File: src/rtl/core/dflr_pkg.sv
// Package with the shared types, constants and register indexes of the level resampler.
package dflr_pkg;

  localparam int unsigned NumEntries = 6;
  localparam logic [16:0] OneQ16 = 17'd65536;

  localparam logic [3:0] RegNumLevels = 4'd0;
  localparam logic [3:0] RegTableCount = 4'd1;
  localparam logic [3:0] RegLevel0 = 4'd2;

  typedef struct packed {
    logic [16:0] pixel_value;
    logic signed [15:0] dist_0;
    logic signed [15:0] dist_1;
    logic signed [15:0] dist_2;
    logic signed [15:0] dist_3;
    logic signed [15:0] dist_4;
    logic signed [15:0] dist_5;
  } in_item_t;

  typedef struct packed {
    logic [7:0] level_index;
    logic [16:0] resampled_value;
    logic matched;
  } out_item_t;

  typedef struct packed {
    logic [3:0] index;
    logic [16:0] data;
  } cfg_t;

  typedef enum logic [2:0] {
    ST_IDLE,
    ST_SETUP,
    ST_SCAN,
    ST_ROUND,
    ST_DIVIDE,
    ST_OUT
  } state_e;

  // Result of the priority merge, used at accept time to select the bracket.
  typedef struct packed {
    logic found;
    logic [2:0] sel;
  } match_t;

endpackage

File: src/rtl/core/dflr_match_lane.sv
// One compare lane: checks one table entry against the pixel intensity.
module dflr_match_lane
  import dflr_pkg::*;
#(
  parameter int unsigned Index = 0
) (
  input  logic [16:0] level_i,
  input  logic [16:0] pixel_i,
  input  logic [2:0]  count_i,
  output logic        hit_o
);
  // An entry is usable only below the top used entry.
  assign hit_o = (level_i == pixel_i) && (32'(Index) + 32'd1 < 32'(count_i));
endmodule

File: config.mk
export PLATFORM = sky130hd
export DESIGN_NAME = dflr_match_lane
export DESIGN_NICKNAME = d
export VERILOG_FILES = /design/src/rtl/core/dflr_pkg.sv /design/src/rtl/core/dflr_match_lane.sv
export SDC_FILE = /design/constraint.sdc
export NUM_CORES = 1
export LEC_CHECK = 0
export BUFFER_PORTS_ARGS = -buffer_cell sky130_fd_sc_hd__buf_2
export CORE_AREA = 8 8 45 47
export DETAILED_ROUTE_END_ITERATION = 16
export DIE_AREA = 0 0 53 55
export GPL_ROUTABILITY_DRIVEN = 0
export SYNTH_ARGS = -nofsm -noshare
export SYNTH_HDL_FRONTEND = slang
export SYNTH_SLANG_ARGS = --single-unit
File: constraint.sdc
create_clock -name vclk -period 2.06
set_clock_uncertainty 0.1 [all_clocks]
set_input_delay 0.206 -clock vclk [all_inputs]
set_output_delay 0.206 -clock vclk [all_outputs]
set_load 0.02 [all_outputs]
==> qor.txt <==
total inserted antenna cells: 0
Final #Nets: 99
adder and majority cell fraction of the synthesized area: 0
Congestion Overflow GR: 0
biggest fanout along the worst timing path: 1
Synth Instances: 23
final slew viol count: 0
outcome: completed
# IOs: 38
pin count of the biggest net entering global routing: 2
endpoint class of the critical path: output pin
unrepaired setup endpoints after global routing: no
share of the yosys chip area belonging to registers: 0
Finished Layout Cells: 76
area after detailed placement: 399 µm²
count of flip-flops and latches: 0
compound-gate portion of the synthesized area: 0.0387
multiplexer area fraction after synthesis: 0
via/cell ratio: 3.89
required time worst endpoint: 1.75 ns
all-layer global routing usage: 0.0518
fraction of layout cells with a size suffix above 1: 0.633
placed wire-length estimate after detailed placement: 790 µm
CORE AREA: 1380 µm²
placed insts: 76
Hold WC Path Type: input pin to output pin
number of unique standard cell types used by synthesis: 6
Final Cell Area: 399 µm²
XOR/XNOR share of the synthesized area: 0.768
total die area: 2920 µm²
nature of the critical path startpoint: input pin
remaining max-slew budget at the tightest pin: 0.837
1st-iter DRT viols: 2
post-cts resize count: 0
share of synthesized cell area in and, or, nand and nor gates: 0.194
Pre-antenna DRT Iters: 4
synthesized cell area: 194 µm²
Worst Tran Pin Value: 0.242 ns
Post-Synthesis Net Count: 60
Post-CTS Hold Fix Bufs: 0
initial standard-cell utilization of the core: 0.140
via count of the first global-routing pass: 333
leakage component of the power: 0.194 nW
arrival time of data at the critical path endpoint: 1.23 ns
total negative slack: 0 ns
placement-stage worst setup slack: 0.474 ns
total number of vias: 296
startpoint-to-endpoint class of the critical path: input pin to output pin
vertical die dimension: 55 µm
maximum clock frequency: 649 MHz
number of setup violations in the final report: 0
worst voltage drop across the vdd grid: 0.0538 mV
global-route wire length before repair: 1260 µm
I/O Buffers: 37
layout clock buffer count: 0
Post-CTS Setup Inserts: 0
Core Rows: 14
main combinational cell family by area after synthesis: XOR/XNOR gates
Power per Cell Area: 176 nW/µm²
final clock period utilization by the worst path: 0.748
number of nets with antenna violations after detailed routing: 0
synth-to-layout area growth: 106%
max-cap violation count: 0
number of antenna violations at the first check in global routing: 0
detailed-route DRC error count: 0
crit path setup slack, layout: 0.520 ns
count of warnings emitted by yosys: 0
syn avg cell area: 8.43 µm²
Final Hold Fails: 0
fillers: 156
Min Clock Period, post-route: 1.54 ns
width of the die: 53 µm
Routed Wire Length: 814 µm
routed wire length per instance: 10.7 µm
footprint of the flip-flops and latches: 0 µm²
[cells by family (layout without fill, tap and decap cells)]
logic type | after synthesis | count (layout)
and+or+nand+nor | 5 | 5
xor gates and xnor gates | 17 | 17
buffers and inverters | 0 | 37
AOI/OAI and AO/OA | 1 | 1
[worst paths after layout]
kind	startpoint	end	slack (ns)	depth (start not counted)
setup / recovery	pixel_i[13]	hit_o	0.52	6
hold / removal	level_i[7]	hit_o	0.72	5
[power by group]
part           leakage (nW)  internal [mW]  switching (mW)
sequential                0              0               0
combinational         0.194         0.0455          0.0248
clock                     0              0               0
[through the flow]
stage / hold WS (ns) / power, mW / utilization
4_1_cts: 0.736 / 0.0719 / 0.288
6_report: 0.722 / 0.0703 / 0.288
2_1_floorplan: 0.495 / 0.0305 / -
3_5_place_dp: 0.735 / 0.0714 / 0.288
5_1_grt: 0.762 / 0.0789 / 0.288
3_3_place_gp: 0.729 / 0.0699 / 0.288
[placed cells by master, fill, tap and decap left out, drive strengths merged]
cell     n
buf     37
nand4    3
xor2     4
xnor2   13
o211ai   1
nor4     2
[Yosys cell counts]
cell       n  area share
nor4_1     1       0.032
xnor2_1   13        0.59
nor4_2     1       0.065
nand4_1    3       0.097
xor2_1     4        0.18
o211ai_1   1       0.039
[routing by layer]
layer | share of wire | GRT usage | vias to the layer above
met5 | 0 | 0 | -
met4 | 0 | 0 | 0
met3 | 0.19 | 0.0214 | 0
met2 | 0.46 | 0.102 | 24
met1 | 0.35 | 0.0528 | 117
li1 | - | - | 155
[final cells by class]
type	instances	area [µm²]	area share
Tap cell	16	20.0	0.0502
Timing Repair Buffer	37	185	0.464
Multi-Input combinational cell	23	194	0.486
[worst max-delay path, stage by stage]
cell and delay, ns:
buf_2 0.10, xor2_1 0.15, nor4_1 0.28, o211ai_1 0.15, nor4_2 0.13, buf_2 0.20
Note: power is estimated with default switching activity, not from simulation.
