[config.mk]
export PLATFORM = sky130hd
export DESIGN_NAME = dflr_merge
export DESIGN_NICKNAME = d
export VERILOG_FILES = /design/src/rtl/core/dflr_pkg.sv /design/src/rtl/core/dflr_merge.sv
export SDC_FILE = /design/constraint.sdc
export NUM_CORES = 1
export LEC_CHECK = 0
export BUFFER_PORTS_ARGS = -buffer_cell sky130_fd_sc_hd__buf_2
export CAP_MARGIN = 40
export CORE_AREA = 3 3 40 42
export DETAILED_ROUTE_END_ITERATION = 12
export DIE_AREA = 0 0 43 45
export PLACE_DENSITY_LB_ADDON = 0.12
export SLEW_MARGIN = 5
export SYNTH_ARGS = -nofsm -noshare
export SYNTH_HDL_FRONTEND = slang
export SYNTH_SLANG_ARGS = --single-unit
[constraint.sdc]
create_clock -name vclk -period 2.8
set_clock_uncertainty 0.1 [all_clocks]
set_input_delay 0.28 -clock vclk [all_inputs]
set_output_delay 0.28 -clock vclk [all_outputs]
set_load 0.02 [all_outputs]
[src/rtl/core/dflr_pkg.sv]
// Package with the shared types, constants and register indexes of the level resampler.
package dflr_pkg;

  localparam int unsigned NumEntries = 6;
  localparam logic [16:0] OneQ16 = 17'd65536;

  localparam logic [3:0] RegNumLevels = 4'd0;
  localparam logic [3:0] RegTableCount = 4'd1;
  localparam logic [3:0] RegLevel0 = 4'd2;

  typedef struct packed {
    logic [16:0] pixel_value;
    logic signed [15:0] dist_0;
    logic signed [15:0] dist_1;
    logic signed [15:0] dist_2;
    logic signed [15:0] dist_3;
    logic signed [15:0] dist_4;
    logic signed [15:0] dist_5;
  } in_item_t;

  typedef struct packed {
    logic [7:0] level_index;
    logic [16:0] resampled_value;
    logic matched;
  } out_item_t;

  typedef struct packed {
    logic [3:0] index;
    logic [16:0] data;
  } cfg_t;

  typedef enum logic [2:0] {
    ST_IDLE,
    ST_SETUP,
    ST_SCAN,
    ST_ROUND,
    ST_DIVIDE,
    ST_OUT
  } state_e;

  // Result of the priority merge, used at accept time to select the bracket.
  typedef struct packed {
    logic found;
    logic [2:0] sel;
  } match_t;

endpackage

[src/rtl/core/dflr_merge.sv]
// Priority merge of the lane hits into the first matching entry.
module dflr_merge
  import dflr_pkg::*;
#(
  parameter int unsigned Lanes = 6
) (
  input  logic [Lanes-1:0] hits_i,
  output match_t           match_o
);
  always_comb begin
    match_o = '0;
    for (int i = Lanes - 1; i >= 0; i--) begin
      if (hits_i[i]) begin
        match_o.found = 1'b1;
        match_o.sel = 3'(i);
      end
    end
  end
endmodule

==> results.md, run 1 <==
* Largest delay share family, worst path: simple AND/OR/NAND/NOR gates
* Fin crit period at approximately 1.8 ns
* Final HPWL DP at 244 µm
* Critical Path End Type: output pin
* Endpoints failing setup at 0
* Max Clk Rate at 555 MHz
* Cells after synthesis at 10
* Period utilisation layout at 0.643
* Dpl cell area at between 100 and 150 µm²
* Mapped cell area at about 53 µm²
* Area Growth Syn to Fin at 131%
* DR WL/cell at roughly 7.3 µm
* Vias/cell at 2.97
* Total Power at between 0.015 and 0.02 mW
* Peak VDD IR at about 0.031 mV
* Total GRT Usage at 0.0240
* Final ANT Viol Nets at 0
* Mapped Nets at 16
* Initial Utilization at 0.0409
* Critical Path AT at 1.42 ns
* Sequential fraction of design power at 0
* TritonRoute pass-1 iters at 2
* Syn Area/Cell at between 5 and 6 µm²
* Hold-fix buffers, CTS at 0
* WHS Endpoint: match_o[1]
* Worst relative slew slack at 0.860
* Yosys top cell area share at 0.286
* Nets at 28
* RSZ-0062 raised after global routing: no
* Top-count cell post-synth: nor2_1
* Sequential area share after synthesis at 0
* Clock power share at 0
* Vias in the first global route at roughly 90
* Fillers at 160
* Crit-path slowest cell: or4_1
* Final core occ at 0.0944
* Startpoint types: input pin
* Hold Startpoint: hits_i[0]
* # rows at 13
* Slew Viols, Final at 0
* Reg area at 0 µm²
* # clk buffers at 0
* I/O pins at 10
* Comb pwr share at 1.000
* Fin Setup TNS at 0 ns
* P per Cell Area at approximately 120 mW/mm²
* Core Region at about 0.0013 mm²
* Total die area at slightly below 0.002 mm²
* Post-synthesis cell type count at 7
* Worst-Margin Slew at 0.211 ns
* Overflow after GRT at 0
* DR vias at 104
* Final Routed Wirelength at approximately 250 µm
* Worst-path cell chain: buf_2 -> or4_1 -> or3_1 -> buf_2
* Port Buffer Count at 10
* Area contributors post-synth: nor2_1 (29%), a221oi_1 (17%), or4_1 (14%), nand2b_1 (12%), or3_1 (12%)
* Worst Path Required at about 2.4 ns
* Largest net degree at the start of global routing at 5
* Die Wd at 43 µm
* GP Congestion at ~0.64
* Switch share at 0.567
* Post_cts resized at 0
* Slowest cell delay on critical path at between 0.5 and 0.6 ns
* Cell Int Power at 0.00657 mW
* Fin. Hold Viols at 0
* Initial antenna violation count at 0
* Worst Path Max Fanout at 3
* Psw at about 0.0086 mW
* ANT cells at 0
* Die Y at roughly 45 µm
* Drt initial violations at 2
* Share of layout cells above drive strength 1 at 0.500
* LEAKAGE at a little over 0.06 nW
* Synth Warn # at 0
* Hold Crit Depth at 3
* Final instance area at 121 µm²
* First-pass GRT wire length at ~390 µm
* Yosys top cell by area: nor2_1
* Status: finished, final reports clean
* Buf+Inv Stages, Crit Path at 2
* Post-CTS Setup Inserts at 0
* Drt drc at 0
* Setup CP Type: in -> out
* Worst Hold Class: in -> out
* Max-Cap Viols at 0
* Seq_cells at 0
* Cell mode on critical path: buf_2
-- stage by stage --
stage               cells  setup WS (ns)  hold slack, ns
floorplan              10           1.20           0.542
global placement       35          0.992           0.751
detailed placement     35          0.996           0.749
CTS                    35          0.996           0.750
global route           35          0.945           0.763
finish                 35          0.999           0.750
-- tightest hold or removal path: cells and delay by family --
kind                   cells  cell delay (ns)
buffers and inverters      2             0.24
and+or+nand+nor            1             0.05
-- kinds of logic (layout without fill, tap and decap cells) --
kind of cell    count (synthesis)  count (layout)  share of synthesized area
buf+inv                         1              11                     0.0714
simple gates                    8               8                      0.762
compound gates                  1               1                      0.167
-- layout make-up --
type,instances,area (µm²),area share
inverters,1,3.75,0.0309
multi-input cells,9,48.8,0.402
well taps,15,18.8,0.155
repair buffers,10,50.0,0.412
-- layer usage --
layer  wire (µm)  track usage  vias up  part of all wire
met1         129       0.0429       40              0.51
met3          36      0.00398        0              0.14
met2          89       0.0299        7              0.35
met5           0            0        -                 0
met4           0            0        0                 0
li1            -            -       57                 -
-- layout by cell type, fill, tap and decap left out --
cell type / synthesis / final
a221oi_1: 1 / 1
nand2b_1: 1 / 1
or4_1: 1 / 1
inv_1: 1 / 1
buf_2: 0 / 10
nor3_1: 1 / 1
nor2_1: 4 / 4
or3_1: 1 / 1
-- power groups by stage --
stage / logic, mW / clock network [mW] / registers, mW
finish: 0.0151 / 0 / 0
global placement: 0.0153 / 0 / 0
floorplan: 0.00655 / 0 / 0
detailed placement: 0.0153 / 0 / 0
CTS: 0.0153 / 0 / 0
global route: 0.0168 / 0 / 0
-- how the worst max path moves through the flow --
stage                     startpoint    endpoint  slack [ns]  cells after the start
after floorplan            hits_i[0]  match_o[3]        1.20                      2
after global placement     hits_i[0]  match_o[3]        0.99                      4
after detailed placement   hits_i[0]  match_o[3]         1.0                      4
after CTS                  hits_i[0]  match_o[3]         1.0                      4
after global routing       hits_i[0]  match_o[3]        0.94                      4
final                      hits_i[0]  match_o[3]         1.0                      4
Power figures use the tool's default switching activity.
==> run 2, diff against run 1 <==
--- a/config.mk
+++ b/config.mk
@@ -5,6 +5,7 @@
 export SDC_FILE = /design/constraint.sdc
 export NUM_CORES = 1
 export LEC_CHECK = 0
+export ABC_AREA = 1
 export BUFFER_PORTS_ARGS = -buffer_cell sky130_fd_sc_hd__buf_2
 export CAP_MARGIN = 40
 export CORE_AREA = 3 3 40 42
==> constraint.sdc (replaced) <==
create_clock -name vclk -period 1.9
set_clock_uncertainty 0.1 [all_clocks]
set_input_delay 0.19 -clock vclk [all_inputs]
set_output_delay 0.19 -clock vclk [all_outputs]
set_load 0.02 [all_outputs]
==> run 2 against run 1 <==
  * Worst hold slack got worse by 0.17 ns
  * Clock-buffer cell count is the same
  * Cell count up 14%
  * Core utilization is 1.5 points higher
  * Flip-flop and latch count is the same
  * Critical endpoint is now match_o[0]
==> results.md, run 2 <==
* Final HPWL DP at 231 µm (-5.3%)
* Yosys top cell by area: nor2_2
* DR WL/cell at 6.23 µm (-14%)
* Synth Warn # at 0 (unchanged)
* Reg area at 0 µm² (unchanged)
* RSZ-0062 raised after global routing: no
* Worst Path Max Fanout at 2 (-1)
* Post-synthesis cell type count at 7 (unchanged)
* First-pass GRT wire length at 345 µm (-11%)
* Peak VDD IR at 0.0806 mV (+160%)
* Endpoints failing setup at 0 (unchanged)
* Mapped cell area at 71.3 µm² (+36%)
* ANT cells at 0 (unchanged)
* Slew Viols, Final at 0 (unchanged)
* Vias/cell at 2.93 (-1.6%)
* Seq_cells at 0 (unchanged)
* Fin Hold WS at 0.581 ns (-0.169 ns)
* Period utilisation layout at 0.562
* Yosys top cell area share at 0.263 (-0.0226)
* I/O pins at 10 (unchanged)
* Top cells by count, synth: inv_1 (4), nand2_1 (4), nor2_2 (3)
* Final core occ at 0.109 (+0.0146)
* Initial antenna violation count at 0 (unchanged)
* Initial Utilization at 0.0555 (+0.0146)
* Status: finished, final reports clean
* Vias in the first global route at 72 (-18%)
* Final instance area at 140 µm² (+15%)
* Post-CTS Setup Inserts at 0 (unchanged)
* Core Region at 0.00128 mm² (unchanged)
* Post_cts resized at 0 (unchanged)
* Fin. Hold Viols at 0 (unchanged)
* Worst-Margin Slew at 0.164 ns (-0.0470 ns)
* Max Clk Rate at 936 MHz
* Setup CP Type: in -> out
* Area Growth Syn to Fin at 96.5%
* Crit path from: hits_i[4]
* Die Wd at 43 µm (unchanged)
* Final ANT Viol Nets at 0 (unchanged)
* # clk buffers at 0 (unchanged)
* Hold Startpoint: hits_i[0]
* DR vias at 117 (+13%)
* Drt drc at 0 (unchanged)
* Finished Layout Cells at 40 (+14%)
* Mapped Nets at 21 (+5)
* Syn Area/Cell at 4.75 µm² (-9.5%)
* Largest net degree at the start of global routing at 4 (-1)
* Dpl cell area at 140 µm² (+15%)
* Critical Path End Type: output pin
* Placed Cells at 40 (+14%)
* Commonest non-fill, non-tap cell in the layout: buf_2
* Fin Setup TNS at 0 ns (unchanged)
* Share of layout cells above drive strength 1 at 0.560 (+0.0600)
* TritonRoute pass-1 iters at 4 (+2)
* Die Y at 45 µm (unchanged)
* Worst Hold Class: in -> out
* Area contributors post-synth: nor2_2 (26%), inv_1 (21%), nand2_1 (21%), a21oi_2 (12%), nand3_1 (7.0%)
* Critical Path AT at 0.78 ns (-0.64 ns)
* LEAKAGE at 0.0821 nW (+33%)
* Max-Cap Viols at 0 (unchanged)
* Port Buffer Count at 10 (unchanged)
* P per Cell Area at 188 mW/mm² (+51%)
* Final Routed Wirelength at 249 µm (-2.0%)
* Worst Path Required at 1.61 ns (-0.81 ns)
* Worst relative slew slack at 0.891 (+0.0309)
* Fin crit period at 1.07 ns
* Total GRT Usage at 0.0216 (-0.00249)
* Hold-fix buffers, CTS at 0 (unchanged)
* # rows at 13 (unchanged)
* Cells after synthesis at 15 (+5)
* Final setup margin at 0.832 ns (-0.167 ns)
* Total Power at 0.0263 mW (+74%)
* Drt initial violations at 3 (+1)
* Startpoint types: input pin
* GP Congestion at 0.632 (-0.80%)
* Overflow after GRT at 0 (unchanged)
* Sequential area share after synthesis at 0 (unchanged)
* Post-place setup slack at 0.841 ns (-0.155 ns)
* Nets at 33 (+18%)
* Most frequent cells in the layout: buf_2 (10), nand2_1 (4), inv_1 (4)
* Total die area at 0.00194 mm² (unchanged)
[run 2: changes by cell type in the layout (fill, tap and decap cells not counted)]
cell / delta
or3_1: -1
nor2_1: -3
nand3_1: +1
nand2b_1: -1
inv_1: +3
or4_1: -1
nand2_1: +4
a221oi_1: -1
nor2_2: +3
a21oi_2: +1
[run 2: cell type report]
cell class	count	area [µm²]
Fill cell	144	1140
Inverter	4	15.0
Multi-Input combinational cell	11	56.3
Tap cell	15	18.8
Timing Repair Buffer	10	50.0
[run 2: kinds of logic after synthesis]
group | Yosys count | share of synthesized area
simple gates | 10 | 0.666
compound gates | 1 | 0.123
buf+inv | 4 | 0.210
[run 2: path summary, 6_finish.rpt]
| check | to | slack [ns] | depth (start not counted) |
|---|---|---|---|
| worst max-delay path | match_o[0] | 0.83 | 7 |
| worst min-delay path | match_o[0] | 0.58 | 3 |
[run 2: worst max-delay path: stages]
cell     delay, ns
buf_2         0.11
inv_1         0.04
nand2_1       0.05
nand2_1       0.05
nand2_1       0.06
a21oi_2       0.11
buf_2         0.17
[run 2: routing by layer]
metal,global-route usage,up-vias,wire (µm)
met1,0.0500,41,151
li1,-,66,-
met4,0,0,0
met5,0,-,0
met3,0.00797,0,48
met2,0.00898,10,49
[run 2: power by group]
part           total [mW]  internal [mW]  switching (mW)
Combinational      0.0263         0.0106          0.0157
Sequential              0              0               0
Clock                   0              0               0
Total              0.0263         0.0106          0.0157
==> run 3, diff against run 2 <==
==> constraint.sdc (replaced) <==
create_clock -name vclk -period 1
set_clock_uncertainty 0.1 [all_clocks]
set_input_delay 0.1 -clock vclk [all_inputs]
set_output_delay 0.1 -clock vclk [all_outputs]
set_load 0.02 [all_outputs]
==> run 3 against run 2 <==
  * Highest routed layer unchanged
  * Critical path depth decreased by 2
  * Clock-buffer cell count stayed put
  * Routed wire length rose by 1.6%
  * Design area stayed put
  * Die area unchanged
  * Sequential share of layout area unchanged
  * Worst hold slack lost 0.19 ns
  * Critical endpoint is now match_o[2]
==> results.md, run 3 (synthesis results as in run 2) <==
* Routing usage on met1 at 0.0500 (unchanged)
* Worst Path Required at 0.80 ns (-0.81 ns)
* Hold Crit Depth at 3 (unchanged)
* Total die area at 0.00194 mm² (unchanged)
* Dpl cell area at 140 µm² (unchanged)
* Post-CTS Setup Inserts at 0 (unchanged)
* DR vias at 120 (+2.6%)
* Finished Layout Cells at 40 (unchanged)
* P per Cell Area at 358 mW/mm² (+91%)
* Area of the multi-input gates at 56.3 µm² (unchanged)
* TritonRoute pass-1 iters at 4 (unchanged)
* Port Buffer Count at 10 (unchanged)
* Critical Path Stages at 5 (-2)
* Startpoint types: input pin
* Fin crit period at roughly 0.9 ns
* ANT cells at 0 (unchanged)
* # rows at 13 (unchanged)
* Fin Setup TNS at 0 ns (unchanged)
* Met3 Resource Use GR at 0.0120 (+0.00398)
* Die Wd at 43 µm (unchanged)
* DR WL/cell at 6.33 µm (+1.6%)
* Period utilisation layout at 0.883
* Endpoints failing setup at 0 (unchanged)
* Initial antenna violation count at 0 (unchanged)
* Final HPWL DP at 242 µm (+4.7%)
* Crit-path slowest cell: buf_2
* GP Congestion at 0.629 (-0.49%)
* Share of layout cells above drive strength 1 at 0.560 (unchanged)
* Fin. Hold Viols at 0 (unchanged)
* Most frequent cells in the layout: buf_2 (10), nand2_1 (4), inv_1 (4)
* Slew Viols, Final at 0 (unchanged)
* Core Region at 0.00128 mm² (unchanged)
* Vias/cell at 3.00 (+2.6%)
* Largest net degree at the start of global routing at 4 (unchanged)
* Reg area at 0 µm² (unchanged)
* Drt initial violations at 7 (+4)
* Final ANT Viol Nets at 0 (unchanged)
* Drt drc at 0 (unchanged)
* Worst relative slew slack at 0.894 (+0.00297)
* Global routing's busiest layer: met1
* First-pass GRT wire length at 476 µm (+38%)
* Area Growth Syn to Fin at 96.5% (unchanged)
* Peak VDD IR at 0.0905 mV (+12%)
* Hold Startpoint: hits_i[0]
* Seq_cells at 0 (unchanged)
* Overflow after GRT at 0 (unchanged)
* Hold-fix buffers, CTS at 0 (unchanged)
* Worst-Margin Slew at 0.159 ns (-0.00444 ns)
* Total Power at 0.0502 mW (+91%)
* Placed Cells at 40 (unchanged)
* RSZ-0062 raised after global routing: no
* Max Clk Rate at about 1100 MHz
* Final Routed Wirelength at 253 µm (+1.6%)
* Nets at 33 (unchanged)
* Fillers at 146 (+1.4%)
* LEAKAGE at 0.0821 nW (unchanged)
* WHS Endpoint: match_o[0]
* I/O pins at 10 (unchanged)
* Critical Path End Type: output pin
* Fin Hold WS at 0.394 ns (-0.187 ns)
* Setup CP Type: in -> out
* Post_cts resized at 0 (unchanged)
* Max-Cap Viols at 0 (unchanged)
* Largest delay share family, worst path: simple AND/OR/NAND/NOR gates
* Final instance area at 140 µm² (unchanged)
* Worst Path Max Fanout at 3 (+1)
* GRT met2 Usage at 0.0389 (+0.0299)
* Die Y at 45 µm (unchanged)
* Critical Path AT at 0.68 ns (-0.10 ns)
* # clk buffers at 0 (unchanged)
* Slowest cell delay on critical path at 0.16 ns (about the same)
* Initial Utilization at 0.0555 (unchanged)
* Worst-path cell chain: buf_2 -> nor2_2 -> nand2_1 -> nor2_2 -> buf_2
* Worst Hold Class: in -> out
* Status: finished, final reports clean
* Total GRT Usage at 0.0307 (+0.00912)
* Vias in the first global route at 114 (+58%)
* Commonest non-fill, non-tap cell in the layout: buf_2
* Buf+Inv Stages, Crit Path at 2 (-1)
run 3: cell counts in the layout (fill, tap and decap cells not counted):
Identical to the previous run, type by type.
run 3: per-stage QoR:
stage	worst slack [ns]	util
4_1_cts	0.115	0.109
5_1_grt	0.0408	0.109
2_1_floorplan	0.203	-
3_3_place_gp	0.137	0.109
6_report	0.117	0.109
3_5_place_dp	0.118	0.109
run 3: worst max-delay path by stage:
stage | startpoint | endpoint
2_1_floorplan | hits_i[0] | match_o[1]
3_3_place_gp | hits_i[2] | match_o[2]
3_5_place_dp | hits_i[2] | match_o[2]
4_1_cts | hits_i[2] | match_o[2]
5_1_grt | hits_i[4] | match_o[0]
6_report | hits_i[2] | match_o[2]
run 3: power breakdown:
group	leakage [nW]	internal, mW	switching [mW]
clock network	0	0	0
logic	0.0821	0.0202	0.0299
registers	0	0	0
run 3: layout make-up:
cell class / instances / area share
tap: 15 / 0.134
multi-input combinational: 11 / 0.402
timing repair buffer: 10 / 0.357
inverter: 4 / 0.107
run 3: layer usage:
layer,up-vias,share of wire
li1,65,-
met1,45,0.53
met2,10,0.26
met3,0,0.21
met4,0,0
met5,-,0
